===== src/hw/rtl/sm3_pkg.sv =====
// Types and constants of the SM3 hash engine.
// Depends on nothing; used by every module of the engine.
package sm3_pkg;

    // Payload of one input word.
    typedef struct packed {
        logic [31:0] data_word;
        logic [2:0]  byte_count;
        logic        last_word;
    } t_in_item;

    // Payload of one digest word.
    typedef struct packed {
        logic [31:0] digest_word;
        logic [2:0]  word_index;
        logic        last_result;
    } t_out_item;

    // Classified word handed from the front end to the core: a block word,
    // and whether it closes a block and whether that block ends the message.
    typedef struct packed {
        logic [31:0] word;
        logic        block_end;
        logic        msg_end;
    } t_blk_word;

    localparam logic [31:0] T_LOW  = 32'h79cc4519;
    localparam logic [31:0] T_HIGH = 32'h7a879d8a;
    localparam logic [7:0]  PAD_BYTE = 8'h80;

    localparam logic [255:0] SM3_IV = {
        32'h7380166f, 32'h4914b2b9, 32'h172442d7, 32'hda8a0600,
        32'ha96f30bc, 32'h163138aa, 32'he38dee4d, 32'hb0fb0e4e
    };

    function automatic logic [31:0] rotl(input logic [31:0] x, input logic [4:0] n);
        logic [63:0] d;
        d = {x, x} << n;
        return d[63:32];
    endfunction

    function automatic logic [31:0] perm_p1(input logic [31:0] x);
        return x ^ rotl(x, 5'd15) ^ rotl(x, 5'd23);
    endfunction

    function automatic logic [31:0] perm_p0(input logic [31:0] x);
        return x ^ rotl(x, 5'd9) ^ rotl(x, 5'd17);
    endfunction

endpackage


===== src/hw/rtl/sm3_front.sv =====
// Front end: takes message words, counts length and emits padded block words.
// Depends on sm3_pkg.
module sm3_front (
    input  logic                  i_clk,
    input  logic                  i_rst_n,
    input  logic                  i_valid,
    input  sm3_pkg::t_in_item     i_item,
    output logic                  o_stall,
    output logic                  o_valid,
    output sm3_pkg::t_blk_word    o_word,
    input  logic                  i_stall
);

    typedef enum logic [2:0] {
        S_TAKE = 3'b001,
        S_PAD  = 3'b010,
        S_LEN  = 3'b100
    } t_state;

    t_state      r_state, n_state;
    logic [3:0]  r_pos, n_pos;
    logic [63:0] r_bits, n_bits;
    logic        r_extra, n_extra;   // a full last word still owes the pad word
    logic        r_lenlo, n_lenlo;   // low length word is next

    logic [2:0]  cnt;
    logic [31:0] keep, padded;
    logic        emit;

    assign o_stall = (r_state != S_TAKE) || i_stall;
    assign emit    = o_valid && !i_stall;

    // Masked partial last word with the pad byte after its valid bytes.
    always_comb begin
        cnt = (i_item.byte_count > 3'd4) ? 3'd4 : i_item.byte_count;
        case (cnt)
            3'd0:    keep = 32'h00000000;
            3'd1:    keep = 32'hff000000;
            3'd2:    keep = 32'hffff0000;
            3'd3:    keep = 32'hffffff00;
            default: keep = 32'hffffffff;
        endcase
        padded = (i_item.data_word & keep) |
                 ({24'd0, sm3_pkg::PAD_BYTE} << (5'd24 - {cnt[1:0], 3'd0}));
    end

    // Word selection for the core.
    always_comb begin
        o_valid = 1'b0;
        o_word  = '0;
        case (r_state)
            S_TAKE: begin
                o_valid = i_valid;
                if (!i_item.last_word || cnt == 3'd4) begin
                    o_word.word = i_item.data_word;
                end else begin
                    o_word.word = padded;
                end
            end
            S_PAD: begin
                o_valid     = 1'b1;
                o_word.word = r_extra ? {sm3_pkg::PAD_BYTE, 24'd0} : 32'd0;
            end
            S_LEN: begin
                o_valid     = 1'b1;
                o_word.word = r_lenlo ? r_bits[31:0] : r_bits[63:32];
                o_word.msg_end = r_lenlo;
            end
            default: o_valid = 1'b0;
        endcase
        o_word.block_end = (r_pos == 4'd15);
    end

    // Sequencing of pad and length words.
    always_comb begin
        n_state = r_state;
        n_pos   = r_pos;
        n_bits  = r_bits;
        n_extra = r_extra;
        n_lenlo = r_lenlo;
        if (emit) begin
            n_pos = r_pos + 4'd1;
            case (r_state)
                S_TAKE: begin
                    if (!i_item.last_word) begin
                        n_bits = r_bits + 64'd32;
                    end else begin
                        n_bits  = r_bits + {58'd0, cnt, 3'd0};
                        n_extra = (cnt == 3'd4);
                        n_state = (cnt == 3'd4 || r_pos != 4'd13) ? S_PAD : S_LEN;
                        n_lenlo = 1'b0;
                    end
                end
                S_PAD: begin
                    n_extra = 1'b0;
                    if (r_pos == 4'd13) begin
                        n_state = S_LEN;
                    end
                end
                S_LEN: begin
                    n_lenlo = 1'b1;
                    if (r_lenlo) begin
                        n_state = S_TAKE;
                        n_bits  = '0;
                        n_pos   = '0;
                    end
                end
                default: n_state = S_TAKE;
            endcase
        end
    end

    always_ff @(posedge i_clk) begin
        if (!i_rst_n) begin
            r_state <= S_TAKE;
            r_pos   <= '0;
            r_bits  <= '0;
            r_extra <= 1'b0;
            r_lenlo <= 1'b0;
        end else begin
            r_state <= n_state;
            r_pos   <= n_pos;
            r_bits  <= n_bits;
            r_extra <= n_extra;
            r_lenlo <= n_lenlo;
        end
    end

endmodule


===== src/hw/rtl/sm3_queue.sv =====
// Two-entry queue that decouples the front end from the compression core.
// Depends on sm3_pkg.
module sm3_queue (
    input  logic                  i_clk,
    input  logic                  i_rst_n,
    input  logic                  i_valid,
    input  sm3_pkg::t_blk_word    i_word,
    output logic                  o_stall,
    output logic                  o_valid,
    output sm3_pkg::t_blk_word    o_word,
    input  logic                  i_stall
);

    sm3_pkg::t_blk_word r_mem [2];
    logic               r_wp, r_rp;
    logic [1:0]         r_cnt;
    logic               push, pop;

    assign o_stall = (r_cnt == 2'd2);
    assign o_valid = (r_cnt != 2'd0);
    assign o_word  = r_mem[r_rp];
    assign push    = i_valid && !o_stall;
    assign pop     = o_valid && !i_stall;

    // Storage.
    always_ff @(posedge i_clk) begin
        if (push) begin
            r_mem[r_wp] <= i_word;
        end
    end

    // Pointers and fill count.
    always_ff @(posedge i_clk) begin
        if (!i_rst_n) begin
            r_wp  <= 1'b0;
            r_rp  <= 1'b0;
            r_cnt <= '0;
        end else begin
            if (push) begin
                r_wp <= !r_wp;
            end
            if (pop) begin
                r_rp <= !r_rp;
            end
            r_cnt <= r_cnt + {1'b0, push} - {1'b0, pop};
        end
    end

endmodule


===== src/hw/rtl/sm3_core.sv =====
// Compression core: buffers a block, runs 64 rounds, one a cycle, and emits
// the digest. Depends on sm3_pkg.
module sm3_core (
    input  logic                  i_clk,
    input  logic                  i_rst_n,
    input  logic                  i_valid,
    input  sm3_pkg::t_blk_word    i_word,
    output logic                  o_stall,
    output logic                  o_valid,
    output sm3_pkg::t_out_item    o_item,
    input  logic                  i_stall
);

    typedef enum logic [2:0] {
        S_LOAD  = 3'b001,
        S_ROUND = 3'b010,
        S_OUT   = 3'b100
    } t_state;

    t_state       r_state;
    logic [31:0]  r_w [16];         // sliding window of expanded words
    logic [31:0]  r_v [8];
    logic [31:0]  r_cv [8];
    logic [5:0]   r_rnd;
    logic [2:0]   r_idx;
    logic         r_end;

    logic [31:0]  wn, q, a12, s1, s2, ff, gg, u1, u2, tj;
    logic         lo;

    assign o_stall = (r_state != S_LOAD);
    assign o_valid = (r_state == S_OUT);
    assign o_item.digest_word = r_cv[r_idx];
    assign o_item.word_index  = r_idx;
    assign o_item.last_result = (r_idx == 3'd7);

    // One round of compression plus one step of message expansion.
    always_comb begin
        lo  = (r_rnd < 6'd16);
        q   = r_w[0] ^ r_w[7] ^ sm3_pkg::rotl(r_w[13], 5'd15);
        wn  = sm3_pkg::perm_p1(q) ^ sm3_pkg::rotl(r_w[3], 5'd7) ^ r_w[10];
        tj  = lo ? sm3_pkg::T_LOW : sm3_pkg::T_HIGH;
        a12 = sm3_pkg::rotl(r_v[0], 5'd12);
        s1  = sm3_pkg::rotl(a12 + r_v[4] + sm3_pkg::rotl(tj, r_rnd[4:0]), 5'd7);
        s2  = s1 ^ a12;
        ff  = lo ? (r_v[0] ^ r_v[1] ^ r_v[2])
                 : ((r_v[0] & r_v[1]) | (r_v[0] & r_v[2]) | (r_v[1] & r_v[2]));
        gg  = lo ? (r_v[4] ^ r_v[5] ^ r_v[6]) : ((r_v[4] & r_v[5]) | (~r_v[4] & r_v[6]));
        u1  = ff + r_v[3] + s2 + (r_w[0] ^ r_w[4]);
        u2  = gg + r_v[7] + s1 + r_w[0];
    end

    always_ff @(posedge i_clk) begin
        if (!i_rst_n) begin
            r_state <= S_LOAD;
            r_rnd   <= '0;
            r_idx   <= '0;
            r_end   <= 1'b0;
            for (int k = 0; k < 8; k++) begin
                r_cv[k] <= sm3_pkg::SM3_IV[255 - 32*k -: 32];
            end
        end else begin
            case (r_state)
                S_LOAD: begin
                    if (i_valid) begin
                        for (int k = 0; k < 15; k++) begin
                            r_w[k] <= r_w[k+1];
                        end
                        r_w[15] <= i_word.word;
                        if (i_word.block_end) begin
                            r_end   <= i_word.msg_end;
                            r_rnd   <= '0;
                            r_state <= S_ROUND;
                            for (int k = 0; k < 8; k++) begin
                                r_v[k] <= r_cv[k];
                            end
                        end
                    end
                end
                S_ROUND: begin
                    for (int k = 0; k < 15; k++) begin
                        r_w[k] <= r_w[k+1];
                    end
                    r_w[15] <= wn;
                    r_v[0] <= u1;
                    r_v[1] <= r_v[0];
                    r_v[2] <= sm3_pkg::rotl(r_v[1], 5'd9);
                    r_v[3] <= r_v[2];
                    r_v[4] <= sm3_pkg::perm_p0(u2);
                    r_v[5] <= r_v[4];
                    r_v[6] <= sm3_pkg::rotl(r_v[5], 5'd19);
                    r_v[7] <= r_v[6];
                    r_rnd  <= r_rnd + 6'd1;
                    if (r_rnd == 6'd63) begin
                        for (int k = 0; k < 8; k++) begin
                            r_cv[k] <= r_cv[k] ^ ((k == 0) ? u1 :
                                (k == 4) ? sm3_pkg::perm_p0(u2) :
                                (k == 2) ? sm3_pkg::rotl(r_v[1], 5'd9) :
                                (k == 6) ? sm3_pkg::rotl(r_v[5], 5'd19) :
                                (k == 1) ? r_v[0] : (k == 3) ? r_v[2] :
                                (k == 5) ? r_v[4] : r_v[6]);
                        end
                        r_idx   <= '0;
                        r_state <= r_end ? S_OUT : S_LOAD;
                    end
                end
                S_OUT: begin
                    if (!i_stall) begin
                        r_idx <= r_idx + 3'd1;
                        if (r_idx == 3'd7) begin
                            r_state <= S_LOAD;
                            for (int k = 0; k < 8; k++) begin
                                r_cv[k] <= sm3_pkg::SM3_IV[255 - 32*k -: 32];
                            end
                        end
                    end
                end
                default: r_state <= S_LOAD;
            endcase
        end
    end

endmodule


===== src/hw/rtl/sm3_hash_engine_top.sv =====
// SM3 engine: the core loads a block's 16 words, one a cycle while the queue has
// words, then runs 64 rounds at one a cycle and takes no new words meanwhile.
// The first digest word follows the rounds of the last block, an extra one when
// the padding needs it; digest words leave one a cycle while i_stall is low.
// Reset (synchronous, active low) restores the IV and clears all counts.
// Depends on sm3_pkg, sm3_front, sm3_queue and sm3_core.
module sm3_hash_engine_top (
    input  logic                 i_clk,
    input  logic                 i_rst_n,
    input  logic                 i_valid,
    input  sm3_pkg::t_in_item    i_data,
    output logic                 o_stall,
    output logic                 o_valid,
    output sm3_pkg::t_out_item   o_data,
    input  logic                 i_stall
);

    logic               f_valid, f_stall, q_valid, q_stall;
    sm3_pkg::t_blk_word f_word, q_word;

    sm3_front u_front (
        .i_clk(i_clk), .i_rst_n(i_rst_n), .i_valid(i_valid), .i_item(i_data),
        .o_stall(o_stall), .o_valid(f_valid), .o_word(f_word), .i_stall(f_stall)
    );

    sm3_queue u_queue (
        .i_clk(i_clk), .i_rst_n(i_rst_n), .i_valid(f_valid), .i_word(f_word),
        .o_stall(f_stall), .o_valid(q_valid), .o_word(q_word), .i_stall(q_stall)
    );

    sm3_core u_core (
        .i_clk(i_clk), .i_rst_n(i_rst_n), .i_valid(q_valid), .i_word(q_word),
        .o_stall(q_stall), .o_valid(o_valid), .o_item(o_data), .i_stall(i_stall)
    );

endmodule


===== config.mk =====
export PLATFORM = sky130hd
export DESIGN_NAME = sm3_hash_engine_top
export DESIGN_NICKNAME = d
export VERILOG_FILES = /design/src/hw/rtl/sm3_pkg.sv /design/src/hw/rtl/sm3_front.sv /design/src/hw/rtl/sm3_queue.sv /design/src/hw/rtl/sm3_core.sv /design/src/hw/rtl/sm3_hash_engine_top.sv
export SDC_FILE = /design/constraint.sdc
export NUM_CORES = 2
export LEC_CHECK = 0
export BUFFER_PORTS_ARGS = -buffer_cell sky130_fd_sc_hd__buf_2
export CAP_MARGIN = 10
export CORE_UTILIZATION = 64
export CTS_CLUSTER_DIAMETER = 100
export CTS_CLUSTER_SIZE = 20
export DETAILED_ROUTE_END_ITERATION = 10
export PLACE_DENSITY = 0.83
export SYNTH_ARGS = -nofsm -noshare
export SYNTH_HDL_FRONTEND = slang
export SYNTH_SLANG_ARGS = --single-unit

===== constraint.sdc =====
create_clock -name i_clk -period 19.11 [get_ports i_clk]
set_input_delay 0.9555 -clock i_clk [delete_from_list [all_inputs] [get_ports i_clk]]
set_output_delay 0.9555 -clock i_clk [all_outputs]
set_load 0.1 [all_outputs]

==> metrics.txt <==
DR WL/cell 28.22 um; Syn Area/Cell approximately 12 um^2; ANT nets after route 0; final WL 177500 um; synth top area cells edfxtp_1 47%, dfxtp_1 7.2%, xnor2_1 6.3%; post-CTS setup buffers 0; CP arrival between 10 and 15 ns; top_reg_cell synth edfxtp_1; Core Box Area 94870 um^2; Worst path slowest cell nor4b_1; CTS tree yes; commonest non-fill, non-tap cell in the layout edfxtp_1; setup TNS 0 ns; Vias/cell 6.376; gr usage total 36.56%; minimum clock period 10.33 ns; launch point of the critical path u_core.r_rnd[4]; # rows 113; Min-Delay Path Class reg -> reg; initial antenna violation count 10; dpl hpwl 130300 um; synthesized net count 5328; Hold WS about 0.40 ns; f_max 96.77 MHz; cell mode on critical path fa_1; post-route cell area between 60000 and 70000 um^2; largest net degree at the start of global routing 203; slowest stage delay, CP 0.69 ns; Root Buffer clkbuf_16; DIE AREA 96780 um^2; RSZ-0062 raised after global routing false; Buf+Inv Stages, Crit Path 3; port bufs 77; reg2reg start u_core.r_rnd[4]; layout cells sized above 1 about a tenth; register area share after synthesis 54.51%; Fin Clk Skew 0.03442 ns; Max Cap Violations 0; die height 311.1 um; Max-slew headroom about a tenth; Max H-tree Level 3; min-delay src u_core.r_w[5][0]; delay-heaviest family, CP adder cells; multi-input combinational cell area 26010 um^2; max-slew violations 0; hold-fix buffers at CTS 0; crit path max fanout 52; Startpoint Class flip-flop; sequential cell area 33340 um^2; via count 40110; Hold Fails Final Rpt 0; kind of critical path reg -> reg; status complete, no violations; Tcrit/Tclk final 54.08%; clock buffer depth 3; grt ovf 0; Clock Latency Late Sink 0.70 ns; Die X 311.1 um; Iteration-0 DRC Markers 5345; Initial DRT Pass Iterations 8; clk slew on worst S/H paths roughly 0.090 ns; Yosys warning total 0; number of synthesized register bits approximately 1200; Synth-to-Final Area Change 6.032%; most frequent cells in the layout 964 x edfxtp_1, 438 x xnor2_1, 429 x nand2_1; Post-layout nets 5324; CP required 19.72 ns; Yosys cell types 91; Top-Level Pins 78; CP endpoint kind flip-flop; post-CTS resize count 0; Starting Density approximately 64%; Synth top area share 47.34%; vias in the first global route about 38000; Post-synth EDFFs 964; Clock Sinks 1183; first-pass GRT wire length roughly 260000 um; FILL cells around 6600; Cells after Synth 4991; total CTS buffers 70; DRC violation count after routing 0; Cell Area, Synth 61150 um^2; GP Congestion around 1.0; Async SR Flop Fraction 0%; Final setup viols 0; Synth area leader edfxtp_1; placed inst area 62810 um^2; worst-margin pin slew 1.336 ns
[routing by layer]
metal,part of all wire (%),GRT usage [%],vias to the layer above
li1,-,-,17630
met1,38,49.15,20030
met2,46,57.31,2078
met3,9.8,7.351,362
met4,5.6,17.72,6
met5,0.019,0,-
[per-stage QoR]
| stage | cells | utilization, % | setup slack, ns |
|---|---|---|---|
| 6_report | 6290 | 68.34 | 8.776 |
| 5_1_grt | 6287 | 68.33 | 8.080 |
| 4_1_cts | 6285 | 68.33 | 8.971 |
| 3_5_place_dp | 6180 | 66.21 | 8.994 |
| 3_3_place_gp | 6180 | 66.21 | 9.061 |
| 2_1_floorplan | 4991 | - | 5.421 |
[synthesized netlist by cell type, types with 44 or more instances]
library cell	count
edfxtp_1	964
xnor2_1	438
nand2_1	436
o21ai_0	388
nor2_1	320
inv_1	304
a21oi_1	222
dfxtp_1	219
mux2_2	206
xor2_1	197
fa_1	189
clkbuf_1	161
mux2i_1	112
ha_1	108
and3_1	68
mux4_2	64
nor3_1	62
nand3_1	60
or3_1	49
a21o_1	44
[registers in the layout, summed over array words and instances, names as in the netlist, 2 cells and up, named ones only]
signal / count
u_front.r_bits: 61
u_front.r_state: 3
u_queue.r_mem: 68
u_core.r_cv: 256
u_core.r_state: 3
u_core.r_idx: 3
u_core.r_v: 256
u_core.r_w: 512
u_queue.r_cnt: 2
u_front.r_pos: 4
u_core.r_rnd: 6
[logic make-up (layout without fill, tap and decap cells)]
| group | count (synthesis) | in the layout | share of synthesized area (%) |
|---|---|---|---|
| AO/OA/AOI/OAI | 863 | 863 | 8.218 |
| XOR/XNOR | 643 | 643 | 9.386 |
| adder cells (fa/ha/maj) | 298 | 298 | 8.414 |
| buffers and inverters | 501 | 530 | 3.120 |
| flip-flops | 1183 | 1183 | 54.51 |
| multiplexers | 382 | 382 | 7.984 |
| other | 0 | 5 | 0 |
| AND/OR/NAND/NOR | 1121 | 1121 | 8.365 |
[path summary, 6_finish.rpt]
| path | endpoint | cells past startpoint | slack, ns |
|---|---|---|---|
| worst max-delay path | u_core.r_cv[4][6] | 35 | 8.78 |
| worst min-delay path | u_core.r_w[4][0] | 0 | 0.40 |
| worst max register to register | u_core.r_cv[4][6] | 35 | 8.78 |
| worst min register to register | u_core.r_w[4][0] | 0 | 0.40 |
[final cells by class]
type                            instances  area share, %
Sequential cell                      1183          51.43
Multi-Input combinational cell       3307          40.11
Clock buffer                           96          2.885
Tap cell                             1265          2.441
Inverter                              308          1.787
Timing Repair Buffer                  117          1.115
Clock inverter                          9         0.2123
Antenna cell                            5        0.01930
Power is not shown: default switching activity piles up to over one toggle a cycle in this logic, so the estimate is an artifact.
